### src/rtl/sfd_pkg.sv
// ----------------------------------------------------------------------------
// sfd_pkg
// Shared types and constants of the serial frame deframer: configuration
// register indexes, frame kinds and the entry passed from the front end to
// the decode stage.
// ----------------------------------------------------------------------------
package sfd_pkg;

	// Configuration register indexes.
	localparam logic [2:0] CFG_HEADER_FIRST   = 3'd0;
	localparam logic [2:0] CFG_HEADER_SECOND  = 3'd1;
	localparam logic [2:0] CFG_CODE_CAN       = 3'd2;
	localparam logic [2:0] CFG_CODE_FLT_CLEAR = 3'd3;
	localparam logic [2:0] CFG_CODE_FLT_SET   = 3'd4;
	localparam logic [2:0] CFG_CODE_BAUD      = 3'd5;
	localparam logic [2:0] CFG_CODE_TIMING    = 3'd6;

	// Register reset values.
	localparam logic [7:0] RST_HEADER_FIRST   = 8'h66;
	localparam logic [7:0] RST_HEADER_SECOND  = 8'hCC;
	localparam logic [7:0] RST_CODE_CAN       = 8'h30;
	localparam logic [7:0] RST_CODE_FLT_CLEAR = 8'h19;
	localparam logic [7:0] RST_CODE_FLT_SET   = 8'h18;
	localparam logic [7:0] RST_CODE_BAUD      = 8'h13;
	localparam logic [7:0] RST_CODE_TIMING    = 8'h15;

	// Frame kinds as reported on frame_kind.
	localparam logic [2:0] KIND_CAN       = 3'd0;
	localparam logic [2:0] KIND_FLT_CLEAR = 3'd1;
	localparam logic [2:0] KIND_FLT_SET   = 3'd2;
	localparam logic [2:0] KIND_BAUD      = 3'd3;
	localparam logic [2:0] KIND_TIMING    = 3'd4;

	// Frame layout: offsets count from the first header byte.
	localparam logic [4:0] POS_HUNT     = 5'd0;
	localparam logic [4:0] POS_HEADER2  = 5'd1;
	localparam logic [4:0] POS_LEN_HI   = 5'd2;
	localparam logic [4:0] POS_LEN_LO   = 5'd3;
	localparam logic [4:0] POS_CMD      = 5'd4;
	localparam logic [4:0] POS_LAST_CAP = 5'd18;
	localparam logic [4:0] POS_MAX      = 5'd19;

	// Length limits and scaling.
	localparam logic [7:0] MIN_LEN      = 8'd2;
	localparam logic [7:0] MAX_LEN      = 8'd16;
	localparam logic [7:0] CAN_DATA_MAX = 8'd8;
	localparam int unsigned BAUD_UNIT   = 5;

	// Captured bytes cover offsets four to eighteen; the entry carries five on.
	localparam int unsigned CAP_BYTES  = 15;
	localparam int unsigned BODY_BYTES = 14;

	localparam int unsigned QUEUE_DEPTH = 2;
	localparam int unsigned QPTR_W      = $clog2(QUEUE_DEPTH);
	localparam int unsigned QCNT_W      = $clog2(QUEUE_DEPTH + 1);

	typedef struct packed {
		logic [7:0] header_first;
		logic [7:0] header_second;
		logic [7:0] code_can;
		logic [7:0] code_flt_clear;
		logic [7:0] code_flt_set;
		logic [7:0] code_baud;
		logic [7:0] code_timing;
	} cfg_t;

	// body[k] holds frame offset k + 5; bytes not received are zero.
	typedef struct packed {
		logic [2:0]                      kind;
		logic [BODY_BYTES-1:0][7:0]      body;
	} entry_t;

endpackage

### src/rtl/serial_frame_deframer_checksum.sv
// ----------------------------------------------------------------------------
// serial_frame_deframer_checksum
// Length-prefixed serial frame deframer with an additive checksum.
// ----------------------------------------------------------------------------
// The block takes one received byte per cycle while in_stall is low, with no
// gaps needed between frames. The front end hunts for the two header bytes,
// checks the length (2 to 16), keeps a running checksum and captures the frame
// body; on the checksum beat a good frame with a known command goes into a
// two-entry queue. The decode stage fills the output register from the queue
// head, so a result passes the queue and then the output register. Since a
// frame is at least six bytes long, the input stalls only when the output is
// held off long enough for two results to pile up in the queue. The
// configuration port never stalls and should be written while no frame is
// being received.
// ----------------------------------------------------------------------------
module serial_frame_deframer_checksum (
	input  logic         clk,
	input  logic         arst_n,
	input  logic         cfg_valid,
	output logic         cfg_ready,
	input  logic [2:0]   cfg_index,
	input  logic [7:0]   cfg_data,
	input  logic         in_valid,
	output logic         in_stall,
	input  logic [7:0]   rx_byte,
	output logic         out_valid,
	input  logic         out_stall,
	output logic [2:0]   frame_kind,
	output logic [7:0]   can_type,
	output logic [31:0]  can_id,
	output logic [3:0]   data_len,
	output logic [63:0]  can_data,
	output logic         reply_ok,
	output logic [7:0]   filter_index,
	output logic [10:0]  baud_kbps,
	output logic [7:0]   seg_one,
	output logic [7:0]   seg_two,
	output logic [15:0]  prescaler
);

	sfd_pkg::cfg_t    cfg_q;
	sfd_pkg::entry_t  push_entry;
	sfd_pkg::entry_t  head;
	logic             push;
	logic             pop;
	logic             empty;
	logic             full;

	assign cfg_ready = 1'b1;

	// Configuration registers.
	always_ff @(posedge clk or negedge arst_n) begin
		if (!arst_n) begin
			cfg_q.header_first   <= sfd_pkg::RST_HEADER_FIRST;
			cfg_q.header_second  <= sfd_pkg::RST_HEADER_SECOND;
			cfg_q.code_can       <= sfd_pkg::RST_CODE_CAN;
			cfg_q.code_flt_clear <= sfd_pkg::RST_CODE_FLT_CLEAR;
			cfg_q.code_flt_set   <= sfd_pkg::RST_CODE_FLT_SET;
			cfg_q.code_baud      <= sfd_pkg::RST_CODE_BAUD;
			cfg_q.code_timing    <= sfd_pkg::RST_CODE_TIMING;
		end else if (cfg_valid && cfg_ready) begin
			case (cfg_index)
				sfd_pkg::CFG_HEADER_FIRST:   cfg_q.header_first   <= cfg_data;
				sfd_pkg::CFG_HEADER_SECOND:  cfg_q.header_second  <= cfg_data;
				sfd_pkg::CFG_CODE_CAN:       cfg_q.code_can       <= cfg_data;
				sfd_pkg::CFG_CODE_FLT_CLEAR: cfg_q.code_flt_clear <= cfg_data;
				sfd_pkg::CFG_CODE_FLT_SET:   cfg_q.code_flt_set   <= cfg_data;
				sfd_pkg::CFG_CODE_BAUD:      cfg_q.code_baud      <= cfg_data;
				sfd_pkg::CFG_CODE_TIMING:    cfg_q.code_timing    <= cfg_data;
				default: begin
				end
			endcase
		end
	end

	sfd_front u_front (
		.clk        (clk),
		.arst_n     (arst_n),
		.cfg        (cfg_q),
		.in_valid   (in_valid),
		.in_stall   (in_stall),
		.rx_byte    (rx_byte),
		.queue_full (full),
		.push       (push),
		.push_entry (push_entry)
	);

	sfd_queue u_queue (
		.clk        (clk),
		.arst_n     (arst_n),
		.push       (push),
		.push_entry (push_entry),
		.pop        (pop),
		.empty      (empty),
		.full       (full),
		.head       (head)
	);

	sfd_back u_back (
		.clk          (clk),
		.arst_n       (arst_n),
		.empty        (empty),
		.head         (head),
		.pop          (pop),
		.out_valid    (out_valid),
		.out_stall    (out_stall),
		.frame_kind   (frame_kind),
		.can_type     (can_type),
		.can_id       (can_id),
		.data_len     (data_len),
		.can_data     (can_data),
		.reply_ok     (reply_ok),
		.filter_index (filter_index),
		.baud_kbps    (baud_kbps),
		.seg_one      (seg_one),
		.seg_two      (seg_two),
		.prescaler    (prescaler)
	);

endmodule

### src/rtl/sfd_front.sv
// ----------------------------------------------------------------------------
// sfd_front
// Byte-level front end: header hunt, length check, running checksum and
// byte capture. A good frame with a known command is pushed as one entry.
// ----------------------------------------------------------------------------
module sfd_front (
	input  logic              clk,
	input  logic              arst_n,
	input  sfd_pkg::cfg_t     cfg,
	input  logic              in_valid,
	output logic              in_stall,
	input  logic [7:0]        rx_byte,
	input  logic              queue_full,
	output logic              push,
	output sfd_pkg::entry_t   push_entry
);

	logic [4:0]                             pos_q;
	logic [4:0]                             left_q;
	logic [7:0]                             sum_q;
	logic [7:0]                             len_hi_q;
	logic [sfd_pkg::CAP_BYTES-1:0][7:0]     cap_q;
	logic [sfd_pkg::CAP_BYTES-1:0][7:0]     cap_next;
	logic                                   accept;
	logic [4:0]                             left_dec;
	logic                                   len_ok;
	logic                                   in_body;
	logic                                   cap_here;
	logic [3:0]                             cap_idx;
	logic                                   kind_hit;
	logic [2:0]                             kind;
	logic [7:0]                             cmd;

	// Stall only when the queue cannot take another frame.
	assign in_stall = queue_full;
	assign accept   = in_valid && !in_stall;
	assign left_dec = left_q - 5'd1;
	assign in_body  = pos_q >= sfd_pkg::POS_CMD;
	assign cap_here = in_body && (pos_q <= sfd_pkg::POS_LAST_CAP);
	assign cap_idx  = 4'(pos_q - sfd_pkg::POS_CMD);
	assign len_ok   = (len_hi_q == 8'd0) && (rx_byte >= sfd_pkg::MIN_LEN)
		&& (rx_byte <= sfd_pkg::MAX_LEN);

	// Capture array with the current beat merged in.
	always_comb begin
		cap_next = cap_q;
		if (cap_here) begin
			cap_next[cap_idx] = rx_byte;
		end
	end

	// Command classification, first match wins.
	assign cmd = cap_q[0];
	always_comb begin
		kind_hit = 1'b1;
		kind     = sfd_pkg::KIND_CAN;
		if (cmd == cfg.code_can) begin
			kind = sfd_pkg::KIND_CAN;
		end else if (cmd == cfg.code_flt_clear) begin
			kind = sfd_pkg::KIND_FLT_CLEAR;
		end else if (cmd == cfg.code_flt_set) begin
			kind = sfd_pkg::KIND_FLT_SET;
		end else if (cmd == cfg.code_baud) begin
			kind = sfd_pkg::KIND_BAUD;
		end else if (cmd == cfg.code_timing) begin
			kind = sfd_pkg::KIND_TIMING;
		end else begin
			kind_hit = 1'b0;
		end
	end

	// The checksum beat closes the frame.
	assign push = accept && in_body && (left_dec == 5'd0) && (rx_byte == sum_q) && kind_hit;
	assign push_entry.kind = kind;
	assign push_entry.body = cap_next[sfd_pkg::CAP_BYTES-1:1];

	// Frame position, byte count and checksum.
	always_ff @(posedge clk or negedge arst_n) begin
		if (!arst_n) begin
			pos_q  <= sfd_pkg::POS_HUNT;
			left_q <= 5'd0;
			sum_q  <= 8'd0;
		end else if (accept) begin
			case (pos_q)
				sfd_pkg::POS_HUNT: begin
					if (rx_byte == cfg.header_first) begin
						pos_q <= sfd_pkg::POS_HEADER2;
					end
					left_q <= 5'd0;
				end
				sfd_pkg::POS_HEADER2: begin
					if (rx_byte == cfg.header_second) begin
						pos_q  <= sfd_pkg::POS_LEN_HI;
						left_q <= 5'd2;
						sum_q  <= 8'd0;
					end else begin
						pos_q  <= sfd_pkg::POS_HUNT;
						left_q <= 5'd0;
					end
				end
				sfd_pkg::POS_LEN_HI: begin
					pos_q  <= sfd_pkg::POS_LEN_LO;
					left_q <= left_dec;
					sum_q  <= sum_q + rx_byte;
				end
				sfd_pkg::POS_LEN_LO: begin
					sum_q <= sum_q + rx_byte;
					if (len_ok) begin
						pos_q  <= sfd_pkg::POS_CMD;
						left_q <= rx_byte[4:0];
					end else begin
						pos_q  <= sfd_pkg::POS_HUNT;
						left_q <= 5'd0;
					end
				end
				default: begin
					left_q <= left_dec;
					if (left_dec != 5'd0) begin
						pos_q <= pos_q + 5'd1;
						sum_q <= sum_q + rx_byte;
					end else begin
						pos_q <= sfd_pkg::POS_HUNT;
					end
				end
			endcase
		end
	end

	// Length high byte and body capture; a new frame starts from zeros.
	always_ff @(posedge clk) begin
		if (accept) begin
			if (pos_q == sfd_pkg::POS_LEN_HI) begin
				len_hi_q <= rx_byte;
			end
			if (pos_q == sfd_pkg::POS_HEADER2) begin
				cap_q <= '0;
			end else begin
				cap_q <= cap_next;
			end
		end
	end

	assert property (@(posedge clk) disable iff (!arst_n) pos_q <= sfd_pkg::POS_MAX)
		else $error("frame position ran past the longest frame");
	assert property (@(posedge clk) disable iff (!arst_n) push |-> (accept && pos_q > sfd_pkg::POS_CMD))
		else $error("frame closed before its command byte");
	assert property (@(posedge clk) disable iff (!arst_n) in_body |-> (left_q != 5'd0))
		else $error("byte count empty inside a frame body");

endmodule

### src/rtl/sfd_queue.sv
// ----------------------------------------------------------------------------
// sfd_queue
// Short queue of classified frames between the front end and the decoder.
// ----------------------------------------------------------------------------
module sfd_queue (
	input  logic              clk,
	input  logic              arst_n,
	input  logic              push,
	input  sfd_pkg::entry_t   push_entry,
	input  logic              pop,
	output logic              empty,
	output logic              full,
	output sfd_pkg::entry_t   head
);

	sfd_pkg::entry_t                  slot_q [sfd_pkg::QUEUE_DEPTH];
	logic [sfd_pkg::QPTR_W-1:0]       wr_q;
	logic [sfd_pkg::QPTR_W-1:0]       rd_q;
	logic [sfd_pkg::QCNT_W-1:0]       count_q;

	assign empty = (count_q == '0);
	assign full  = (count_q == sfd_pkg::QCNT_W'(sfd_pkg::QUEUE_DEPTH));
	assign head  = slot_q[rd_q];

	// Pointers and fill count.
	always_ff @(posedge clk or negedge arst_n) begin
		if (!arst_n) begin
			wr_q    <= '0;
			rd_q    <= '0;
			count_q <= '0;
		end else begin
			if (push) begin
				wr_q <= wr_q + 1'b1;
			end
			if (pop) begin
				rd_q <= rd_q + 1'b1;
			end
			if (push && !pop) begin
				count_q <= count_q + 1'b1;
			end else if (pop && !push) begin
				count_q <= count_q - 1'b1;
			end
		end
	end

	// Entry storage.
	always_ff @(posedge clk) begin
		if (push) begin
			slot_q[wr_q] <= push_entry;
		end
	end

	assert property (@(posedge clk) disable iff (!arst_n) push |-> !full)
		else $error("push into a full queue");
	assert property (@(posedge clk) disable iff (!arst_n) pop |-> !empty)
		else $error("pop from an empty queue");
	assert property (@(posedge clk) disable iff (!arst_n)
		count_q <= sfd_pkg::QCNT_W'(sfd_pkg::QUEUE_DEPTH))
		else $error("queue count above its depth");

endmodule

### src/rtl/sfd_back.sv
// ----------------------------------------------------------------------------
// sfd_back
// Decode stage: turns a queued frame into result fields and holds them in
// the output register until the beat is taken.
// ----------------------------------------------------------------------------
module sfd_back (
	input  logic              clk,
	input  logic              arst_n,
	input  logic              empty,
	input  sfd_pkg::entry_t   head,
	output logic              pop,
	output logic              out_valid,
	input  logic              out_stall,
	output logic [2:0]        frame_kind,
	output logic [7:0]        can_type,
	output logic [31:0]       can_id,
	output logic [3:0]        data_len,
	output logic [63:0]       can_data,
	output logic              reply_ok,
	output logic [7:0]        filter_index,
	output logic [10:0]       baud_kbps,
	output logic [7:0]        seg_one,
	output logic [7:0]        seg_two,
	output logic [15:0]       prescaler
);

	logic                   out_valid_q;
	logic [2:0]             frame_kind_q;
	logic [7:0]             can_type_q;
	logic [31:0]            can_id_q;
	logic [3:0]             data_len_q;
	logic [63:0]            can_data_q;
	logic                   reply_ok_q;
	logic [7:0]             filter_index_q;
	logic [10:0]            baud_kbps_q;
	logic [7:0]             seg_one_q;
	logic [7:0]             seg_two_q;
	logic [15:0]            prescaler_q;
	logic                   load;
	logic [3:0]             dlen;
	logic [63:0]            data;
	logic [7:0]             b5;
	logic [7:0]             b6;
	logic [7:0]             b7;
	logic [7:0]             b8;
	logic [7:0]             b9;
	logic [7:0]             b10;

	// Output register frees up when empty or when its beat is taken.
	assign load = !out_valid_q || !out_stall;
	assign pop  = load && !empty;

	assign b5  = head.body[0];
	assign b6  = head.body[1];
	assign b7  = head.body[2];
	assign b8  = head.body[3];
	assign b9  = head.body[4];
	assign b10 = head.body[5];

	// CAN data length saturates; bytes past it read as zero.
	assign dlen = (b10 > sfd_pkg::CAN_DATA_MAX) ? 4'(sfd_pkg::CAN_DATA_MAX) : b10[3:0];
	always_comb begin
		for (int j = 0; j < 8; j++) begin
			data[8*j +: 8] = (4'(j) < dlen) ? head.body[6+j] : 8'd0;
		end
	end

	always_ff @(posedge clk or negedge arst_n) begin
		if (!arst_n) begin
			out_valid_q <= 1'b0;
		end else if (load) begin
			out_valid_q <= !empty;
		end
	end

	// Result fields; fields that do not belong to the kind stay zero.
	always_ff @(posedge clk) begin
		if (pop) begin
			frame_kind_q   <= head.kind;
			can_type_q     <= 8'd0;
			can_id_q       <= 32'd0;
			data_len_q     <= 4'd0;
			can_data_q     <= 64'd0;
			reply_ok_q     <= 1'b0;
			filter_index_q <= 8'd0;
			baud_kbps_q    <= 11'd0;
			seg_one_q      <= 8'd0;
			seg_two_q      <= 8'd0;
			prescaler_q    <= 16'd0;
			case (head.kind)
				sfd_pkg::KIND_CAN: begin
					can_type_q <= b5;
					can_id_q   <= {b6, b7, b8, b9};
					data_len_q <= dlen;
					can_data_q <= data;
				end
				sfd_pkg::KIND_FLT_CLEAR: begin
					reply_ok_q <= (b5 == 8'd0);
				end
				sfd_pkg::KIND_FLT_SET: begin
					reply_ok_q     <= (b5 == 8'd0);
					filter_index_q <= b6;
				end
				sfd_pkg::KIND_BAUD: begin
					baud_kbps_q <= 11'(b6) * 11'(sfd_pkg::BAUD_UNIT);
				end
				sfd_pkg::KIND_TIMING: begin
					seg_one_q   <= b7;
					seg_two_q   <= b8;
					prescaler_q <= {b9, b10};
				end
				default: begin
				end
			endcase
		end
	end

	assign out_valid    = out_valid_q;
	assign frame_kind   = frame_kind_q;
	assign can_type     = can_type_q;
	assign can_id       = can_id_q;
	assign data_len     = data_len_q;
	assign can_data     = can_data_q;
	assign reply_ok     = reply_ok_q;
	assign filter_index = filter_index_q;
	assign baud_kbps    = baud_kbps_q;
	assign seg_one      = seg_one_q;
	assign seg_two      = seg_two_q;
	assign prescaler    = prescaler_q;

	assert property (@(posedge clk) disable iff (!arst_n)
		out_valid_q |-> (frame_kind_q <= sfd_pkg::KIND_TIMING))
		else $error("result carries an unknown frame kind");
	assert property (@(posedge clk) disable iff (!arst_n)
		out_valid_q |-> (data_len_q <= 4'(sfd_pkg::CAN_DATA_MAX)))
		else $error("data length above eight");
	assert property (@(posedge clk) disable iff (!arst_n)
		(out_valid_q && frame_kind_q != sfd_pkg::KIND_CAN) |-> (can_data_q == 64'd0))
		else $error("CAN data set on a reply frame");

endmodule

### config.mk
export PLATFORM = sky130hd
export DESIGN_NAME = serial_frame_deframer_checksum
export DESIGN_NICKNAME = d
export VERILOG_FILES = /design/src/rtl/sfd_pkg.sv /design/src/rtl/serial_frame_deframer_checksum.sv /design/src/rtl/sfd_front.sv /design/src/rtl/sfd_queue.sv /design/src/rtl/sfd_back.sv
export SDC_FILE = /design/constraint.sdc
export NUM_CORES = 1
export LEC_CHECK = 0
export BUFFER_PORTS_ARGS = -buffer_cell sky130_fd_sc_hd__buf_2
export CORE_MARGIN = 2
export CORE_UTILIZATION = 45
export DETAILED_ROUTE_END_ITERATION = 6
export SETUP_SLACK_MARGIN = 0.2
export SKIP_LAST_GASP = 1
export SLEW_MARGIN = 10
export SYNTH_ARGS = -nofsm -noshare
export SYNTH_HDL_FRONTEND = slang
export SYNTH_HIERARCHICAL = 1
export SYNTH_SLANG_ARGS = --single-unit
### constraint.sdc
create_clock -name clk -period 10.4 [get_ports clk]
set_clock_uncertainty 0.15 [all_clocks]
set_input_delay 2.6 -clock clk [delete_from_list [all_inputs] [get_ports clk]]
set_output_delay 2.6 -clock clk [all_outputs]
set_load 0.05 [all_outputs]
# After elaboration in Yosys (flattened, before gate mapping)
# Memories as Yosys holds them, arrays and structs flattened.
# Cells that the tools add are included.
[word_totals] reg_bits=370 out_inout_bits=166 ramBits=230 memories=1 input_bits=24
[mem_list] memory="u_queue.slot_q" words=2 width=115 read_ports=1 rd_ports_with_merged_regs=0 write_ports=1 line="sfd_queue.sv:16" rtl="sfd_pkg::entry_t slot_q [sfd_pkg::QUEUE_DEPTH];"
[op_classes] mux=29 bitwise=1 n_eq_ne=24 n_reduce_logical=51 magnitude_cmp=15 add_sub_neg=8 n_mul=1
[ops] cell="$bwmux W120" n=1
[ops] cell="$mux W120" n=1
[ops] cell="$eq A8 B8 Y1" n=8
[ops] cell="$reduce_and A2 Y1" n=18
[ops] cell="$demux W8 S4" n=1
[ops] cell="$mux W8" n=3
[ops] cell="$pmux W8 S3" n=1
[ops] cell="$pmux W5 S4" n=1
[ops] cell="$mux W3" n=6
[ops] cell="$logic_not A8 Y1" n=2
[ops] cell="$lt A3 B4 Y1 const A" n=4
[ops] cell="$mux W5" n=3
[ops] cell="$pmux W5 S3" n=1
[ops] cell="$eq A3 B2 Y1 const B" n=4
[ops] cell="$eq A3 B3 Y1 const B" n=4
[ops] cell="$logic_and A1 B1 Y1" n=12
[ops] cell="$mul A8 B3 Y11 const B" n=1
[ops] cell="$eq A5 B2 Y1 const B" n=2
[ops] cell="$logic_not A5 Y1" n=2
[ops] cell="$add A8 B8 Y8" n=1
[ops] cell="$ge A8 B2 Y1 const B" n=1
[ops] cell="$gt A8 B4 Y1 const B" n=1
[ops] cell="$le A8 B5 Y1 const B" n=1
[ops] cell="$lt A1 B4 Y1 const A" n=2
[ops] cell="other kinds (28)" n=48

# Longest topological paths before layout
[logic_depth] depth_word=11 mapped_depth=10 ltp_nobuf=10

# By module
# Netlist, hierarchy kept.
[by_module_without_submodules] module="sfd_front" n_inst=1 area_each_um2=9206.3 cells_each=804
[by_module_without_submodules] module="sfd_queue" n_inst=1 area_each_um2=8640.8 cells_each=374
[by_module_without_submodules] module="sfd_back" n_inst=1 area_each_um2=6517.5 cells_each=406
[by_module_without_submodules] module="serial_frame_deframer_checksum" n_inst=1 area_each_um2=2184.6 cells_each=128

# Least setup slack after synthesis
# Ideal clock, no wire load.
[synth_path] path_kind="input -> register" from="in out_stall" to="reg u_queue/count_q[1] (netlist name)" path_slack_ns=-1.315 arrival_time_ns=11.486 stages=5 setup_time_ns=0.079 path_buffers=0 path_cell_list="a21oi_1 > inv_1 > ha_1 > nor2_1 > xor2_1"
[synth_via] elab_chain_len=6 elab_cells_between_ends=8
[synth_lines] element="start: declaration" line="serial_frame_deframer_checksum.sv:27" rtl="input logic out_stall,"
[synth_lines] element="$logic_not A1 Y1 (*)" line="sfd_back.sv:50" rtl="assign load = !out_valid_q || !out_stall;"
[synth_lines] element="$logic_or A1 B1 Y1 (*)" line="sfd_back.sv:50"
[synth_lines] element="$logic_and A1 B1 Y1 (*)" line="sfd_back.sv:51" rtl="assign pop = load && !empty;"
[synth_lines] element="$logic_not A1 Y1" line="sfd_queue.sv:38" rtl="if (push && !pop) begin"
[synth_lines] element="$logic_and A1 B1 Y1" line="sfd_queue.sv:38"
[synth_lines] element="$mux W2 or $reduce_bool A2 Y1 (tied branches)"
[synth_lines] element="end signal: assignment" line="sfd_queue.sv:39" rtl="count_q <= count_q + 1'b1;"
[synth_lines] element="end signal: assignment" line="sfd_queue.sv:41" rtl="count_q <= count_q - 1'b1;"
[synth_lines] element="end: declaration" line="sfd_queue.sv:19" rtl="logic [sfd_pkg::QCNT_W-1:0] count_q;"
# Mark *: on every way between the ends. The rest lies on a longest branch, timed or not.
# A chain may end at the register's enable or synchronous reset.

# Final worst setup path
[layout_path] from="in rx_byte[4]" to="mem u_queue/slot_q[1][56] (netlist name) (enable)"
[layout_via] elab_chain_len=5
[layout_lines] element="start: declaration" line="serial_frame_deframer_checksum.sv:25" rtl="input logic [7:0] rx_byte,"
[layout_lines] element="$eq A8 B8 Y1" line="sfd_front.sv:73" rtl="assign push = accept && in_body && (left_dec == 5'd0) && (rx_byte == sum_q) && kind_hit;"
[layout_lines] element="$logic_and A1 B1 Y1 (2 in series)" line="sfd_front.sv:73"
[layout_lines] element="net push" line="serial_frame_deframer_checksum.sv:44" rtl="logic push;"
[layout_lines] element="$mux W1" line="sfd_queue.sv:48" rtl="if (push) begin"
[layout_lines] element="$mux W1 (not written as such)" line="sfd_queue.sv:49" rtl="slot_q[wr_q] <= push_entry;"
[layout_lines] element="end: declaration" line="sfd_queue.sv:16"
# The timed path passes the listed nets, and every way through them passes these cells.

==> metrics.txt <==
root buffer cell=clkbuf_16; syn nets=between 1,500 and 2,000; final instance area=29,500 µm²; overall routing resource usage=17.5%; Post-Synth Simple-Gate Area=9.68%; Reg area=17,700 µm²; layout net count=1,846; max frequency=0.157 GHz; Antenna Nets Post-Route=0; Final min period=6.35 ns; WL final=about 53,000 µm; fin worst setup slack=4.05 ns; via count=13,534; CTS clk-pin slew, worst paths=0.06 ns; Final setup viols=0; power per cell area=slightly above 300 nW/µm²; GR peak layer=met2; worst path required time=10.46 ns; met2 Use GR=28.3%; crit path DAT=6.41 ns; number of port buffers=188; multiplexer share of the synthesized area=13.0%; first-pass GRT wire length=81,000 µm; vias in the first global route=approximately 14,000; Cells after Synth=approximately 1,700; Post-DP HPWL=around 33,000 µm; final slew viol count=0; Reg2Reg Depth=7; Setup crit end kind=flip-flop; die width=approximately 250 µm; asr flop ratio synth=13.2%; number of CTS-inserted buffers=66; Yosys warnings=6; Initial Util=a little under half; post-synthesis sequential area ratio=66.5%; synthesized area per cell=approximately 16 µm²; largest family of logic cells by synthesized area=multiplexers; Synth cell types=67; drt pass-1 iters=5; RSZ-0062 raised after global routing=no; # rows=89; H-tree depth=3; Cell Area, Synth=26,500 µm²; Layout area overhead=11.0%; layout cells sized above 1=between 30% and 40%; die area=61,000 µm²; worst skew pair latency=0.59 ns; post-CTS setup buffers=0; critical path fanouts, max=76; antenna violations before repair=3; Min-Delay Path Depth=1; top_reg_cell synth=edfxtp_1; chip height=247 µm; compound-gate portion of the synthesized area=under 10%; Final Hold Fails=0; post-DR wirelength/cell=20.4 µm; Post-CTS Resized=0; #FFs+latches synth=600; CP Launch Type=input pin; crit-path cells=buf_2 -> ha_1 -> or4_1 -> nor4_1 -> nand3_1 -> a41oi_1 -> and2_4 -> buf_4; number of synthesized flops with an enable pin=521; M3 GR Usage=under 10%; via/cell ratio=approximately 5.2; clock tree from TritonCTS=yes; max incr delay on CP=0.95 ns; GP Congestion=0.780; xor/xnor cell area share of the yosys netlist=around 2.3%; Hold Crit Class=flip-flop to flip-flop; M1 GR Usage=24.1%; multi-input logic area=7670 µm²; placed cell areas=27,400 µm²; Pwr Total=approximately 8.9 mW; clock buffer depth=3; Core Area=58,700 µm²; Max Cap Viol=0; CP max stage cell=and2_4; maximum number of pins on one net before global-route repair=~120; total gr overflow=0; DRC Markers=0; adder-cell area share of the yosys netlist=1.38%; worst slew pin tran=1.20 ns; dpl ws=3.37 ns; status=complete, no violations; Tcrit/Tclk final=61.1%; DRT iter0 DRCs=1,086; Worst Path Class, Setup=input pin to flip-flop; clk sinks=600; Fill cells=~5,000; Leak=11.0 nW; Worst VDD drop=156 µV; hold buffer count at cts=0; setup TNS=0 ns; Util after Layout=approximately half; Slew HR=19.4%; Ports=190
-- power by group --
group          switching (mW)  internal, mW  total (mW)
registers               0.253          3.47        3.72
logic                    2.02         0.977        2.99
clock network           0.909          1.31        2.22
-- flip-flops by register name (all words and copies together), names as in the netlist, 2 cells and up --
name                 count
u_queue/slot_q         230
u_front/cap_q          112
u_back/can_data         64
cfg_q                   56
u_back/can_id           32
u_back/prescaler        16
u_back/baud_kbps        11
u_back/can_type          8
u_back/filter_index      8
u_back/seg_one           8
u_back/seg_two           8
u_front/cmd              8
u_front/len_hi_q         8
u_front/sum_q            8
u_front/left_q           5
u_front/pos_q            5
u_back/data_len          4
u_back/frame_kind        3
u_queue/count_q          2
-- cell usage in the layout, fill, tap and decap left out, types with 6 or more instances in the layout --
cell       instances
clkinv_2          10
xnor2_1           29
xor2_1            40
mux2i_1            9
nor3_1             8
nand2_1           24
clkbuf_16         70
a21oi_1           14
ha_1              26
nand3_1           18
clkbuf_1          17
o21ai_0           18
a21o_1             6
nand2b_1           7
nor4_1            14
dfstp_2           21
clkinv_1          12
mux2_4            40
dfrtp_1           57
buf_4             16
buf_2            188
and3_1            28
nor2b_1            6
or4_1              6
a211oi_1           8
and2_1           238
mux2_2           244
nor2_2             6
nor2_1            27
edfxtp_1         521
nand4_1           10
inv_1             17
-- worst paths after layout --
check | start | endpoint | slack [ns]
worst max-delay path | rx_byte[4] | u_queue/slot_q[1][56] | 4.05
worst min-delay path | u_queue/count_q[1] | u_queue/count_q[1] | 0.35
worst min register to register | u_queue/count_q[1] | u_queue/count_q[1] | 0.35
min in group asynchronous | arst_n | cfg_q[1] | 1.80
max in group asynchronous | arst_n | u_queue/rd_q | 7.03
worst max register to register | u_front/pos_q[3] | u_queue/slot_q[1][56] | 6.13
-- synthesized netlist by cell type, types with 3 or more instances --
| library cell | count | share of area [%] |
|---|---|---|
| and2_1 | 239 | 5.6 |
| mux2_4 | 40 | 2.3 |
| mux2_2 | 244 | 10 |
| nor4bb_1 | 3 | 0.11 |
| buf_2 | 19 | 0.36 |
| nor3_1 | 9 | 0.17 |
| and3_1 | 28 | 0.66 |
| xor2_1 | 40 | 1.3 |
| nand2_1 | 25 | 0.35 |
| inv_1 | 18 | 0.25 |
| buf_4 | 114 | 3.2 |
| dfstp_2 | 21 | 2.1 |
| nand4_1 | 10 | 0.24 |
| nor2b_1 | 7 | 0.16 |
| nor4_1 | 14 | 0.33 |
| a31oi_1 | 5 | 0.12 |
| o22ai_1 | 5 | 0.12 |
| dfrtp_1 | 58 | 5.5 |
| nor3b_1 | 6 | 0.17 |
| o21ai_0 | 18 | 0.34 |
| o211ai_1 | 4 | 0.11 |
| a211oi_1 | 8 | 0.23 |
| nand4b_1 | 4 | 0.13 |
| o21a_1 | 4 | 0.11 |
| a21oi_1 | 15 | 0.28 |
| buf_6 | 6 | 0.25 |
| edfxtp_1 | 521 | 59 |
| mux2i_1 | 9 | 0.34 |
| o31ai_1 | 4 | 0.11 |
| xnor2_1 | 29 | 0.96 |
| and3b_1 | 3 | 0.099 |
| nand2b_1 | 7 | 0.16 |
| nor2_2 | 6 | 0.14 |
| clkbuf_1 | 51 | 0.72 |
| or4_1 | 6 | 0.17 |
| a21o_1 | 6 | 0.17 |
| nand3_1 | 18 | 0.34 |
| ha_1 | 26 | 1.2 |
| nand2_2 | 3 | 0.071 |
| nor2_1 | 27 | 0.38 |
-- stage by stage --
step	std cells	hold slack [ns]
3_3_place_gp	2499	0.334
5_1_grt	2616	0.377
4_1_cts	2615	0.346
2_1_floorplan	1712	0.305
3_5_place_dp	2499	0.336
6_report	2617	0.349
-- final cells by class --
cell class / instances / area share [%]
multi-input combinational: 902 / 26.0
timing repair buffer: 204 / 3.60
sequential: 600 / 59.9
clock inverter: 28 / 0.755
antenna: 2 / 0.0170
inverter: 20 / 0.263
clock buffer: 88 / 6.20
tap: 773 / 3.28
-- routing by layer --
metal,share of wire [%],wire length [µm]
met1,45,24000
met4,1.9,1030
met2,48,25800
met3,4.7,2480
met5,0.019,10
-- cells by family after synthesis --
family | count (synthesis)
compound gates | 88
xor+xnor | 69
fa+ha+maj | 28
buf+inv | 210
flops | 600
mux | 293
other cells | 1
simple gates | 423
-- worst max-delay path, delay by kind of cell --
| family | cells | cell delay (ns) |
|---|---|---|
| AO/OA/AOI/OAI | 1 | 0.37 |
| adder cells (fa/ha/maj) | 1 | 0.40 |
| buffers and inverters | 2 | 1.17 |
| AND/OR/NAND/NOR | 4 | 1.82 |
(Power assumes the default switching activity.)
